$ cat src/g2a_pkg.sv
// ----------------------------------------------------------------------------
// g2a_pkg
// Shared types and constants of the grayscale to character resampler.
// ----------------------------------------------------------------------------
package g2a_pkg;

  localparam int SRC_W        = 9;
  localparam int OUT_W        = 11;
  localparam int COUNT_W      = 5;
  localparam int PAL_W        = 64;
  localparam int ADDR_W       = 16;
  localparam int PIX_W        = 8;
  localparam int CELL_W       = 10;
  localparam int SYM_W        = 8;
  localparam int IDX_W        = 4;
  localparam int CFG_IDX_W    = 3;
  localparam int CFG_DATA_W   = 64;
  localparam int DIVIDEND_W   = CELL_W + SRC_W;
  localparam int STORE_DEPTH  = 1 << ADDR_W;
  localparam int SRC_REG_MAX  = (1 << SRC_W) - 1;

  localparam int MAX_DIMENSION_DEF = 256;
  localparam int PALETTE_SIZE_DEF  = 16;
  localparam int QUEUE_DEPTH_DEF   = 2;

  localparam logic OP_LOAD    = 1'b0;
  localparam logic OP_CONVERT = 1'b1;

  typedef enum logic [CFG_IDX_W-1:0] {
    CFG_SOURCE_WIDTH  = 3'd0,
    CFG_SOURCE_HEIGHT = 3'd1,
    CFG_OUTPUT_WIDTH  = 3'd2,
    CFG_OUTPUT_HEIGHT = 3'd3,
    CFG_SYMBOL_COUNT  = 3'd4,
    CFG_PALETTE_LOW   = 3'd5,
    CFG_PALETTE_HIGH  = 3'd6
  } cfg_index_e;

  typedef enum logic [2:0] {
    ST_IDLE,
    ST_DIV,
    ST_ADDR,
    ST_READ,
    ST_MUL,
    ST_EMIT
  } back_state_e;

  typedef struct packed {
    logic              operation;
    logic [ADDR_W-1:0] pixel_address;
    logic [PIX_W-1:0]  pixel_value;
    logic [CELL_W-1:0] cell_x;
    logic [CELL_W-1:0] cell_y;
  } in_req_t;

  typedef struct packed {
    logic [SYM_W-1:0] symbol;
    logic             out_of_range;
  } out_rsp_t;

  typedef struct packed {
    logic [SRC_W-1:0]   source_width;
    logic [SRC_W-1:0]   source_height;
    logic [OUT_W-1:0]   output_width;
    logic [OUT_W-1:0]   output_height;
    logic [COUNT_W-1:0] symbol_count;
    logic [PAL_W-1:0]   palette_low;
    logic [PAL_W-1:0]   palette_high;
  } cfg_t;

  typedef struct packed {
    logic              is_load;
    logic              out_of_range;
    logic [ADDR_W-1:0] pixel_address;
    logic [PIX_W-1:0]  pixel_value;
    logic [CELL_W-1:0] cell_x;
    logic [CELL_W-1:0] cell_y;
  } queue_entry_t;

endpackage

$ cat src/g2a_fifo.sv
// ----------------------------------------------------------------------------
// g2a_fifo
// Short request queue between the front and the back.
// ----------------------------------------------------------------------------
module g2a_fifo #(
  parameter int DEPTH = g2a_pkg::QUEUE_DEPTH_DEF
) (
  input  logic                  clk_i,
  input  logic                  rst_ni,
  input  logic                  push_i,
  input  g2a_pkg::queue_entry_t push_data_i,
  output logic                  full_o,
  input  logic                  pop_i,
  output g2a_pkg::queue_entry_t pop_data_o,
  output logic                  empty_o
);
  import g2a_pkg::*;

  localparam int PW = (DEPTH > 1) ? $clog2(DEPTH) : 1;
  localparam int CW = $clog2(DEPTH + 1);

  queue_entry_t    slot_q [DEPTH];
  logic [PW-1:0]   wr_ptr_q, wr_ptr_d;
  logic [PW-1:0]   rd_ptr_q, rd_ptr_d;
  logic [CW-1:0]   count_q, count_d;

  function automatic logic [PW-1:0] ptr_inc(input logic [PW-1:0] p);
    logic [PW-1:0] r;
    if (32'(p) == DEPTH - 1) r = '0;
    else                     r = PW'(p + PW'(1));
    return r;
  endfunction

  assign full_o     = (32'(count_q) == DEPTH);
  assign empty_o    = (count_q == '0);
  assign pop_data_o = slot_q[rd_ptr_q];

  always_comb begin
    wr_ptr_d = push_i ? ptr_inc(wr_ptr_q) : wr_ptr_q;
    rd_ptr_d = pop_i  ? ptr_inc(rd_ptr_q) : rd_ptr_q;
    count_d  = count_q;
    if (push_i && !pop_i) count_d = CW'(count_q + CW'(1));
    if (!push_i && pop_i) count_d = CW'(count_q - CW'(1));
  end

  always_ff @(posedge clk_i or negedge rst_ni) begin
    if (!rst_ni) begin
      wr_ptr_q <= '0;
      rd_ptr_q <= '0;
      count_q  <= '0;
    end else begin
      wr_ptr_q <= wr_ptr_d;
      rd_ptr_q <= rd_ptr_d;
      count_q  <= count_d;
    end
  end

  always_ff @(posedge clk_i) begin
    if (push_i) slot_q[wr_ptr_q] <= push_data_i;
  end

endmodule

$ cat config.mk
export PLATFORM = sky130hd
export DESIGN_NAME = g2a_fifo
export DESIGN_NICKNAME = d
export VERILOG_FILES = /design/src/g2a_pkg.sv /design/src/g2a_fifo.sv
export SDC_FILE = /design/constraint.sdc
export NUM_CORES = 1
export LEC_CHECK = 0
export ABC_AREA = 1
export BUFFER_PORTS_ARGS = -buffer_cell sky130_fd_sc_hd__buf_2
export CAP_MARGIN = 20
export CORE_UTILIZATION = 30
export DETAILED_ROUTE_END_ITERATION = 10
export PLACE_DENSITY = 0.52
export SYNTH_ARGS = -nofsm -noshare
export SYNTH_HDL_FRONTEND = slang
export SYNTH_SLANG_ARGS = --single-unit
$ cat constraint.sdc
create_clock -name clk_i -period 2.7 [get_ports clk_i]
set_input_delay 0.135 -clock clk_i [delete_from_list [all_inputs] [get_ports clk_i]]
set_output_delay 0.135 -clock clk_i [all_outputs]
set_load 0.01 [all_outputs]
==> results by group <==
Status
  – Status: complete, but fails checks
  – Failing checks: design-rule violations

Global routing
  – Vias in the first global route: 2,176
  – Initial antenna violation count: 0
  – GR Util All Layers: 11.0%
  – Global-route wire length before repair: 10,400 um
  – Largest net degree at the start of global routing: 41
  – Gr ovfl total: 0

Die
  – Initial Util: 31.3%
  – Die H: 112 um
  – Site Rows: 39
  – Full die area: around 13,000 um^2
  – Die Width: 112 um
  – Core area: 11,600 um^2
  – I/O pin count: 98

Synthesis
  – Yosys top cell area share: 76.1%
  – Syn Std Cell Area: roughly 3600 um^2
  – #FFs+latches synth: 96
  – Ys flop type: edfxtp_1
  – Synth area leader: edfxtp_1
  – Synth top cells by count: edfxtp_1, inv_1, nand2_1
  – Cell count after synthesis: 264
  – Sequential fraction of the synthesis area: 78.8%
  – Count leader, synth: edfxtp_1
  – Yosys warning total: 0
  – Post-synth cell types: 15
  – Mapped Nets: 315
  – Ys async rst share: 4.17%
  – Top cells by area, synth: edfxtp_1, inv_1, nand2_1, o21ai_1, o21ai_0
  – Number of flops mapped to enable cells by yosys: 92
  – Mean Syn Cell Area: approximately 14 um^2

Pwr
  – Max VDD drop: 0.391 mV
  – P_leak: between 2 and 2.5 nW
  – Pwr/cell area: 941 nW/um^2

STA
  – Fmax: 0.512 GHz
  – # setup viols final: 0
  – Slew margin rel.: 59.2%
  – Clock Skews: 0.00755 ns
  – Final Cycle Share: 72.4%
  – Post-Route Setup TNS: 0 ns
  – Setup ws final: about 0.75 ns
  – Worst-Margin Slew: 0.612 ns
  – Worst hold slack: between 0.02 and 0.025 ns
  – Pins Over Slew Limit: 0
  – RSZ-0062 raised after global routing: false
  – Final Hold Fails: 0
  – Minimum clock period: a little under 2 ns

Routing
  – Post-detailed-route via-to-cell ratio: 4.07
  – DR vias: 2,281
  – ANT nets after route: 0
  – DRT iter0 DRCs: 125
  – Post-Route WL: 6560 um
  – Pre-antenna DRT Iters: 7
  – Post-DR wirelength/cell: between 10 and 15 um
  – Drt drc: 6

Worst setup path
  – Slowest stage delay, CP: 0.76 ns
  – CP top delay family: flip-flops
  – Crit path kind: register to output pin
  – Crit start category: register
  – Nature of the critical path endpoint: output pin
  – Critical Path Stages: 3
  – CP max FO: 40
  – WP buf/inv: 2
  – CP max-delay cell: dfrtp_2
  – Critical Path RT: ~2.6 ns
  – Worst-path cell chain: buf_4, o21ai_0, buf_2
  – R2R cell count: 2
  – CP Data Arrival Time: 1.82 ns

Clocking
  – CTS tree: done
  – Clock transition at path regs: 0.06 ns
  – Clk root buf: clkbuf_16
  – # Post-CTS Setup Buffers: 0
  – H-tree Lvls: 3
  – Maximum clock path buffer count: 2
  – Post-cts sizing count: 0
  – Num Clock Sinks: 96
  – Hold buffers post-CTS: 46
  – CTS buffer count: 9
  – Clk_lat worst skew: 0.33 ns

Finish
  – Final core occ: 43.4%
  – # diodes: 0
  – Multi-input logic area: approximately 500 um^2
  – FF+latch area: 2860 um^2
  – P&R area growth vs syn: 38.7%
  – Share of cells above drive strength 1: 28.8%
  – Design area: just over 5000 um^2
  – Final #Nets: 463
  – Fill cell count: 1,092

Placed design
  – Port bufs: 97
  – GP Congestion: just under 0.7
  – Pre-CTS worst setup slack: roughly 1.0 ns
  – Final HPWL DP: between 4000 and 5000 um
  – Placed cell area: 4270 um^2

Hold path
  – HP Class: primary input to register
  – WHS Path Cells: 1

Flow run
  – Max Cap Viol: 0
final cells by class:
cell class,instances,share of cell area (%)
clock inverter,5,1.09
multi-input combinational,106,9.74
timing repair buffer,147,19.9
sequential,96,56.9
inverter,52,3.87
tap,143,3.55
clock buffer,11,5.02
worst reg2reg max path: stages, from the launching register on:
cell and delay [ns]:
dfrtp_1 0.43, nor2_4 0.51, buf_12 0.28
layout by cell type, fill, tap and decap left out, drive strengths merged, types with 2 or more instances in the layout:
cell / count
buf: 101
clkbuf: 11
clkinv: 2
clkinvlp: 2
dfrtp: 4
dlygate4sd3: 46
edfxtp: 92
inv: 52
nand2: 51
nor2: 3
o21ai: 46
xor2: 2
layer usage:
metal | vias up | routed length, um | GRT usage [%]
li1 | 1176 | - | -
met2 | 58 | 3310 | 18.7
met5 | - | 0 | 0
met3 | 2 | 287 | 3.83
met1 | 1045 | 2940 | 12.9
met4 | 0 | 29 | 4.27
registers in the layout, summed over array words and instances (netlist names):
register  flops
count_q       2
rd_ptr_q      1
slot_q       92
wr_ptr_q      1
power breakdown:
group | leakage, nW | internal, W | total (W) | switching, W
clock | 0.148 | 0.000764 | 0.00127 | 0.000506
sequential | 0.910 | 0.00198 | 0.00214 | 0.000157
combinational | 1.09 | 0.000528 | 0.00133 | 0.000805
metrics by stage:
step / total power (W) / cells
CTS: 0.00483 / 560
detailed placement: 0.00349 / 498
floorplan: 0.00297 / 264
global placement: 0.00347 / 498
finish: 0.00474 / 560
global route: 0.00504 / 560
cell families (layout without fill, tap and decap cells):
kind of cell	count (synthesis)	count (layout)	share of synthesized area (%)
flip-flops	96	96	78.8
AO/OA/AOI/OAI	46	46	6.34
AND/OR/NAND/NOR	56	56	5.89
adder cells (fa/ha/maj)	1	1	0.345
XOR/XNOR	3	3	0.724
buffers and inverters	62	215	7.86
path summary, 6_finish.rpt:
check | start | end | slack [ns]
min | push_data_i[21] | slot_q[0][21]$_DFFE_PP_ | 0.02
min in group asynchronous | rst_ni | count_q[0]$_DFFE_PN0P_ | 0.14
max | rd_ptr_q$_DFFE_PN0P_ | pop_data_o[31] | 0.75
max in group asynchronous | rst_ni | rd_ptr_q$_DFFE_PN0P_ | 2.42
min reg2reg | count_q[1]$_DFFE_PN0P_ | count_q[1]$_DFFE_PN0P_ | 0.50
max reg2reg | wr_ptr_q$_DFFE_PN0P_ | slot_q[0][19]$_DFFE_PP_ | 1.14
Power figures use the tool's default switching activity.
