<file path="src/g2a_pkg.sv">
// ----------------------------------------------------------------------------
// g2a_pkg
// Shared types and constants of the grayscale to character resampler.
// ----------------------------------------------------------------------------
package g2a_pkg;

  localparam int SRC_W        = 9;
  localparam int OUT_W        = 11;
  localparam int COUNT_W      = 5;
  localparam int PAL_W        = 64;
  localparam int ADDR_W       = 16;
  localparam int PIX_W        = 8;
  localparam int CELL_W       = 10;
  localparam int SYM_W        = 8;
  localparam int IDX_W        = 4;
  localparam int CFG_IDX_W    = 3;
  localparam int CFG_DATA_W   = 64;
  localparam int DIVIDEND_W   = CELL_W + SRC_W;
  localparam int STORE_DEPTH  = 1 << ADDR_W;
  localparam int SRC_REG_MAX  = (1 << SRC_W) - 1;

  localparam int MAX_DIMENSION_DEF = 256;
  localparam int PALETTE_SIZE_DEF  = 16;
  localparam int QUEUE_DEPTH_DEF   = 2;

  localparam logic OP_LOAD    = 1'b0;
  localparam logic OP_CONVERT = 1'b1;

  typedef enum logic [CFG_IDX_W-1:0] {
    CFG_SOURCE_WIDTH  = 3'd0,
    CFG_SOURCE_HEIGHT = 3'd1,
    CFG_OUTPUT_WIDTH  = 3'd2,
    CFG_OUTPUT_HEIGHT = 3'd3,
    CFG_SYMBOL_COUNT  = 3'd4,
    CFG_PALETTE_LOW   = 3'd5,
    CFG_PALETTE_HIGH  = 3'd6
  } cfg_index_e;

  typedef enum logic [2:0] {
    ST_IDLE,
    ST_DIV,
    ST_ADDR,
    ST_READ,
    ST_MUL,
    ST_EMIT
  } back_state_e;

  typedef struct packed {
    logic              operation;
    logic [ADDR_W-1:0] pixel_address;
    logic [PIX_W-1:0]  pixel_value;
    logic [CELL_W-1:0] cell_x;
    logic [CELL_W-1:0] cell_y;
  } in_req_t;

  typedef struct packed {
    logic [SYM_W-1:0] symbol;
    logic             out_of_range;
  } out_rsp_t;

  typedef struct packed {
    logic [SRC_W-1:0]   source_width;
    logic [SRC_W-1:0]   source_height;
    logic [OUT_W-1:0]   output_width;
    logic [OUT_W-1:0]   output_height;
    logic [COUNT_W-1:0] symbol_count;
    logic [PAL_W-1:0]   palette_low;
    logic [PAL_W-1:0]   palette_high;
  } cfg_t;

  typedef struct packed {
    logic              is_load;
    logic              out_of_range;
    logic [ADDR_W-1:0] pixel_address;
    logic [PIX_W-1:0]  pixel_value;
    logic [CELL_W-1:0] cell_x;
    logic [CELL_W-1:0] cell_y;
  } queue_entry_t;

endpackage

</file>
<file path="src/g2a_front.sv">
// ----------------------------------------------------------------------------
// g2a_front
// Holds the configuration registers, classifies incoming requests and
// flags cells that fall outside the output grid.
// ----------------------------------------------------------------------------
module g2a_front (
  input  logic                                clk_i,
  input  logic                                rst_ni,
  input  logic                                cfg_we_i,
  input  logic [g2a_pkg::CFG_IDX_W-1:0]       cfg_index_i,
  input  logic [g2a_pkg::CFG_DATA_W-1:0]      cfg_wdata_i,
  input  logic                                in_valid_i,
  output logic                                in_ready_o,
  input  g2a_pkg::in_req_t                    in_req_i,
  input  logic                                q_full_i,
  output logic                                q_push_o,
  output g2a_pkg::queue_entry_t               q_entry_o,
  output g2a_pkg::cfg_t                       cfg_o
);
  import g2a_pkg::*;

  cfg_t cfg_q, cfg_d;

  always_comb begin
    cfg_d = cfg_q;
    if (cfg_we_i) begin
      case (cfg_index_e'(cfg_index_i))
        CFG_SOURCE_WIDTH:  cfg_d.source_width  = cfg_wdata_i[SRC_W-1:0];
        CFG_SOURCE_HEIGHT: cfg_d.source_height = cfg_wdata_i[SRC_W-1:0];
        CFG_OUTPUT_WIDTH:  cfg_d.output_width  = cfg_wdata_i[OUT_W-1:0];
        CFG_OUTPUT_HEIGHT: cfg_d.output_height = cfg_wdata_i[OUT_W-1:0];
        CFG_SYMBOL_COUNT:  cfg_d.symbol_count  = cfg_wdata_i[COUNT_W-1:0];
        CFG_PALETTE_LOW:   cfg_d.palette_low   = cfg_wdata_i[PAL_W-1:0];
        CFG_PALETTE_HIGH:  cfg_d.palette_high  = cfg_wdata_i[PAL_W-1:0];
        default: ;
      endcase
    end
  end

  always_ff @(posedge clk_i or negedge rst_ni) begin
    if (!rst_ni) begin
      cfg_q.source_width  <= SRC_W'(256);
      cfg_q.source_height <= SRC_W'(256);
      cfg_q.output_width  <= OUT_W'(256);
      cfg_q.output_height <= OUT_W'(256);
      cfg_q.symbol_count  <= COUNT_W'(16);
      cfg_q.palette_low   <= '0;
      cfg_q.palette_high  <= '0;
    end else begin
      cfg_q <= cfg_d;
    end
  end

  assign cfg_o      = cfg_q;
  assign in_ready_o = !q_full_i;
  assign q_push_o   = in_valid_i && !q_full_i;

  always_comb begin
    q_entry_o.is_load       = (in_req_i.operation == OP_LOAD);
    q_entry_o.out_of_range  = (OUT_W'(in_req_i.cell_x) >= cfg_q.output_width) ||
                              (OUT_W'(in_req_i.cell_y) >= cfg_q.output_height);
    q_entry_o.pixel_address = in_req_i.pixel_address;
    q_entry_o.pixel_value   = in_req_i.pixel_value;
    q_entry_o.cell_x        = in_req_i.cell_x;
    q_entry_o.cell_y        = in_req_i.cell_y;
  end

endmodule

</file>
<file path="config.mk">
export PLATFORM = sky130hd
export DESIGN_NAME = g2a_front
export DESIGN_NICKNAME = d
export VERILOG_FILES = /design/src/g2a_pkg.sv /design/src/g2a_front.sv
export SDC_FILE = /design/constraint.sdc
export NUM_CORES = 1
export LEC_CHECK = 0
export BUFFER_PORTS_ARGS = -buffer_cell sky130_fd_sc_hd__buf_2
export CORE_MARGIN = 8
export CORE_UTILIZATION = 40
export CTS_CLUSTER_DIAMETER = 60
export DETAILED_ROUTE_END_ITERATION = 10
export GPL_ROUTABILITY_DRIVEN = 1
export GPL_TIMING_DRIVEN = 0
export PLACE_DENSITY = 0.7
export SLEW_MARGIN = 10
export SYNTH_ARGS = -nofsm -noshare
export SYNTH_HDL_FRONTEND = slang
export SYNTH_SLANG_ARGS = --single-unit
export TNS_END_PERCENT = 5
</file>
<file path="constraint.sdc">
create_clock -name clk_i -period 2.52 [get_ports clk_i]
set_input_delay 0.252 -clock clk_i [delete_from_list [all_inputs] [get_ports clk_i]]
set_output_delay 0.252 -clock clk_i [all_outputs]
set_load 0.005 [all_outputs]
</file>
==> results_dict.tcl <==
set metrics [dict create \
    status "finished, final reports clean" \
    min_path_type "input pin to register" \
    n_antenna_cell 0 \
    dpl_cell_area_um2 9240 \
    gp_congestion 0.829 \
    worst_slack_ns 0.0627 \
    syn_nets 636 \
    drc 0 \
    syn_to_final_growth_pct 33.6 \
    cts_tree "done" \
    syn_inst 499 \
    design_area_um2 9820 \
    post-dp-hpwl_um 14900 \
    vdd_ir_drop_max_v 0.000445 \
    skew_ns 0 \
    die_area_um2 23000 \
    die_h_um 152 \
    ys_types 27 \
    via_count 5101 \
    utilization 0.545 \
    critPathMaxFanout 3 \
    wire_per_inst_um 17.8 \
    portBuffers 313 \
    maxSlewViolCount 0 \
    htree_levels 4 \
    ys_ff_latch 173 \
    leakagePower_nw 5.00 \
    tns_ns 0 \
    largest_reg_flops 173 \
    synth_edf_count 0 \
    seqPwrFrac 0.459 \
    routed_wl_um 19100 \
    grt_usage 0.167 \
    fin_nets 970 \
    drtIter0Drc 156 \
    worstPathRequired_ns 2.27 \
    die_x_um 152 \
    crit_arrival_ns 2.21 \
    fin_crit_ns 2.46 \
    rsz0062_at_grt "no" \
    antenna_found_initial 0 \
    yosysWarnings 0 \
    p_per_area_nw_per_um2 819 \
    final_cell_mix "buf_2 (315), dfrtp_1 (168), mux2_1 (120), buf_4 (46), mux2_2 (44)" \
    drive_gt1_frac 0.538 \
    coreArea_um2 18000 \
    start_util 0.408 \
    p_total_mw 8.04 \
    setup_violations 0 \
    drv_cap 0 \
    clock.fmax_mhz 407 \
    viasPerCell 4.75 \
    clock_sinks 173 \
    layout_commonest_cell "buf_2" \
    period_share 0.975 \
    ant_nets 0 \
    crit_path_end_kind "primary output" \
    first_pass_iters 5 \
    ys.flop_type "dfrtp_1" \
    tritoncts.num_buffers 17 \
    grt_overflow 0 \
    switchingPower_mw 2.18 \
    netlist_area_um2 7350 \
    worstMarginPinSlew_ns 0.643 \
    grt_pass1_wl_um 29400 \
    p_clk_frac 0.317 \
    postCtsSetupRepairBufs 0 \
    finalHoldViolations 0 \
    crit_type "register to primary output" \
    internal_power_mw 5.86 \
    path_clk_slew_ns 0.07 \
    p_sw_frac 0.272 \
    ios 338 \
    maxSlewHeadroom 0.572 \
    clk_latency_ns 0.42 \
    dp_worst_setup_slack_ns 0.560 \
    grt_max_degree 91 \
    synth_seq_area_share 0.590 \
    power_frac_comb 0.224 \
    async_flop_share 1.00 \
    clockBufferDepth 2 \
    num_rows 49 \
    start_kind "register" \
    grt_pass1_vias 5438 \
    syn_area_per_cell_um2 14.7 \
    cts_root_buf "clkbuf_16" \
]
## synth_stat cells (all sizes together) (2+ instances only)
master  count  area (µm²)
mux2      164        1850
inv        22        82.6
nand4b      4        35.0
nor2b       3        18.8
dfstp       5         131
nor3        2        26.3
ha         20         250
nor2        2        7.51
nand2      15        56.3
o21ai      14        70.1
buf        61         495
a211oi      2        15.0
a21oi       7        35.0
nor3b       2        15.0
dfrtp     168        4200
## per-stage QoR
step	cells	hold WS (ns)
finish	1073	0.0502
global placement	1041	0.469
CTS	1073	0.0274
global route	1073	0.0331
floorplan	499	-0.0436
detailed placement	1042	0.280
## final cells by class
cell class | instances | area, µm²
fill | 1578 | 8210
sequential | 173 | 4340
multi-input combinational | 242 | 2440
timing repair buffer | 315 | 1610
buffer | 62 | 499
clock buffer | 21 | 450
tap | 229 | 287
clock inverter | 9 | 114
inverter | 22 | 82.6
## power by group through the flow
| stage | registers (mW) | logic (mW) | clock network (mW) |
|---|---|---|---|
| after floorplan | 3.80 | 0.685 | 0 |
| after global placement | 3.72 | 1.80 | 0 |
| after detailed placement | 3.74 | 1.84 | 0 |
| after CTS | 3.70 | 1.85 | 2.63 |
| after global routing | 3.79 | 1.99 | 2.75 |
| final | 3.69 | 1.80 | 2.55 |
## final timing paths
check | cells past startpoint | from | end | slack [ns]
min in group asynchronous | 2 | rst_ni | cfg_o[146] | 0.41
max reg2reg | 2 | cfg_o[152] | cfg_o[152] | 1.70
max in group asynchronous | 3 | rst_ni | cfg_o[39] | 1.23
max | 7 | cfg_o[141] | q_entry_o[44] | 0.06
min | 2 | cfg_wdata_i[57] | cfg_o[121] | 0.05
min reg2reg | 1 | cfg_o[6] | cfg_o[6] | 0.48
## cells by family (layout without fill, tap and decap cells)
| family | count (synthesis) | after routing | synth area share |
|---|---|---|---|
| AOI/OAI and AO/OA | 26 | 26 | 0.0197 |
| adders and majority gates | 20 | 20 | 0.0340 |
| buffers and inverters | 84 | 429 | 0.0792 |
| DFF | 173 | 173 | 0.590 |
| muxes | 164 | 164 | 0.251 |
| and+or+nand+nor | 32 | 32 | 0.0259 |
## per-layer routing
layer,vias up,track usage,wire length [µm],share of wire
li1,2357,-,-,-
met1,2526,0.191,7260,0.38
met2,200,0.283,9520,0.50
met3,18,0.0600,2010,0.10
met4,0,0.0598,334,0.017
met5,-,0,0,0
## critical path, stage by stage, from the launching register on
cell and delay (ns):
dfstp_2 0.54, inv_1 0.04, ha_1 0.27, and4b_1 0.24, and2_1 0.14, a221oi_1 0.29, o21ai_0 0.12, buf_2 0.14
## timing repair
action,in CTS,in global routing
hold endpoints to repair,78,0
endpoints found under the setup margin,0,1
gates resized for setup,0,1
hold buffers,1,0
(Power assumes the default switching activity.)
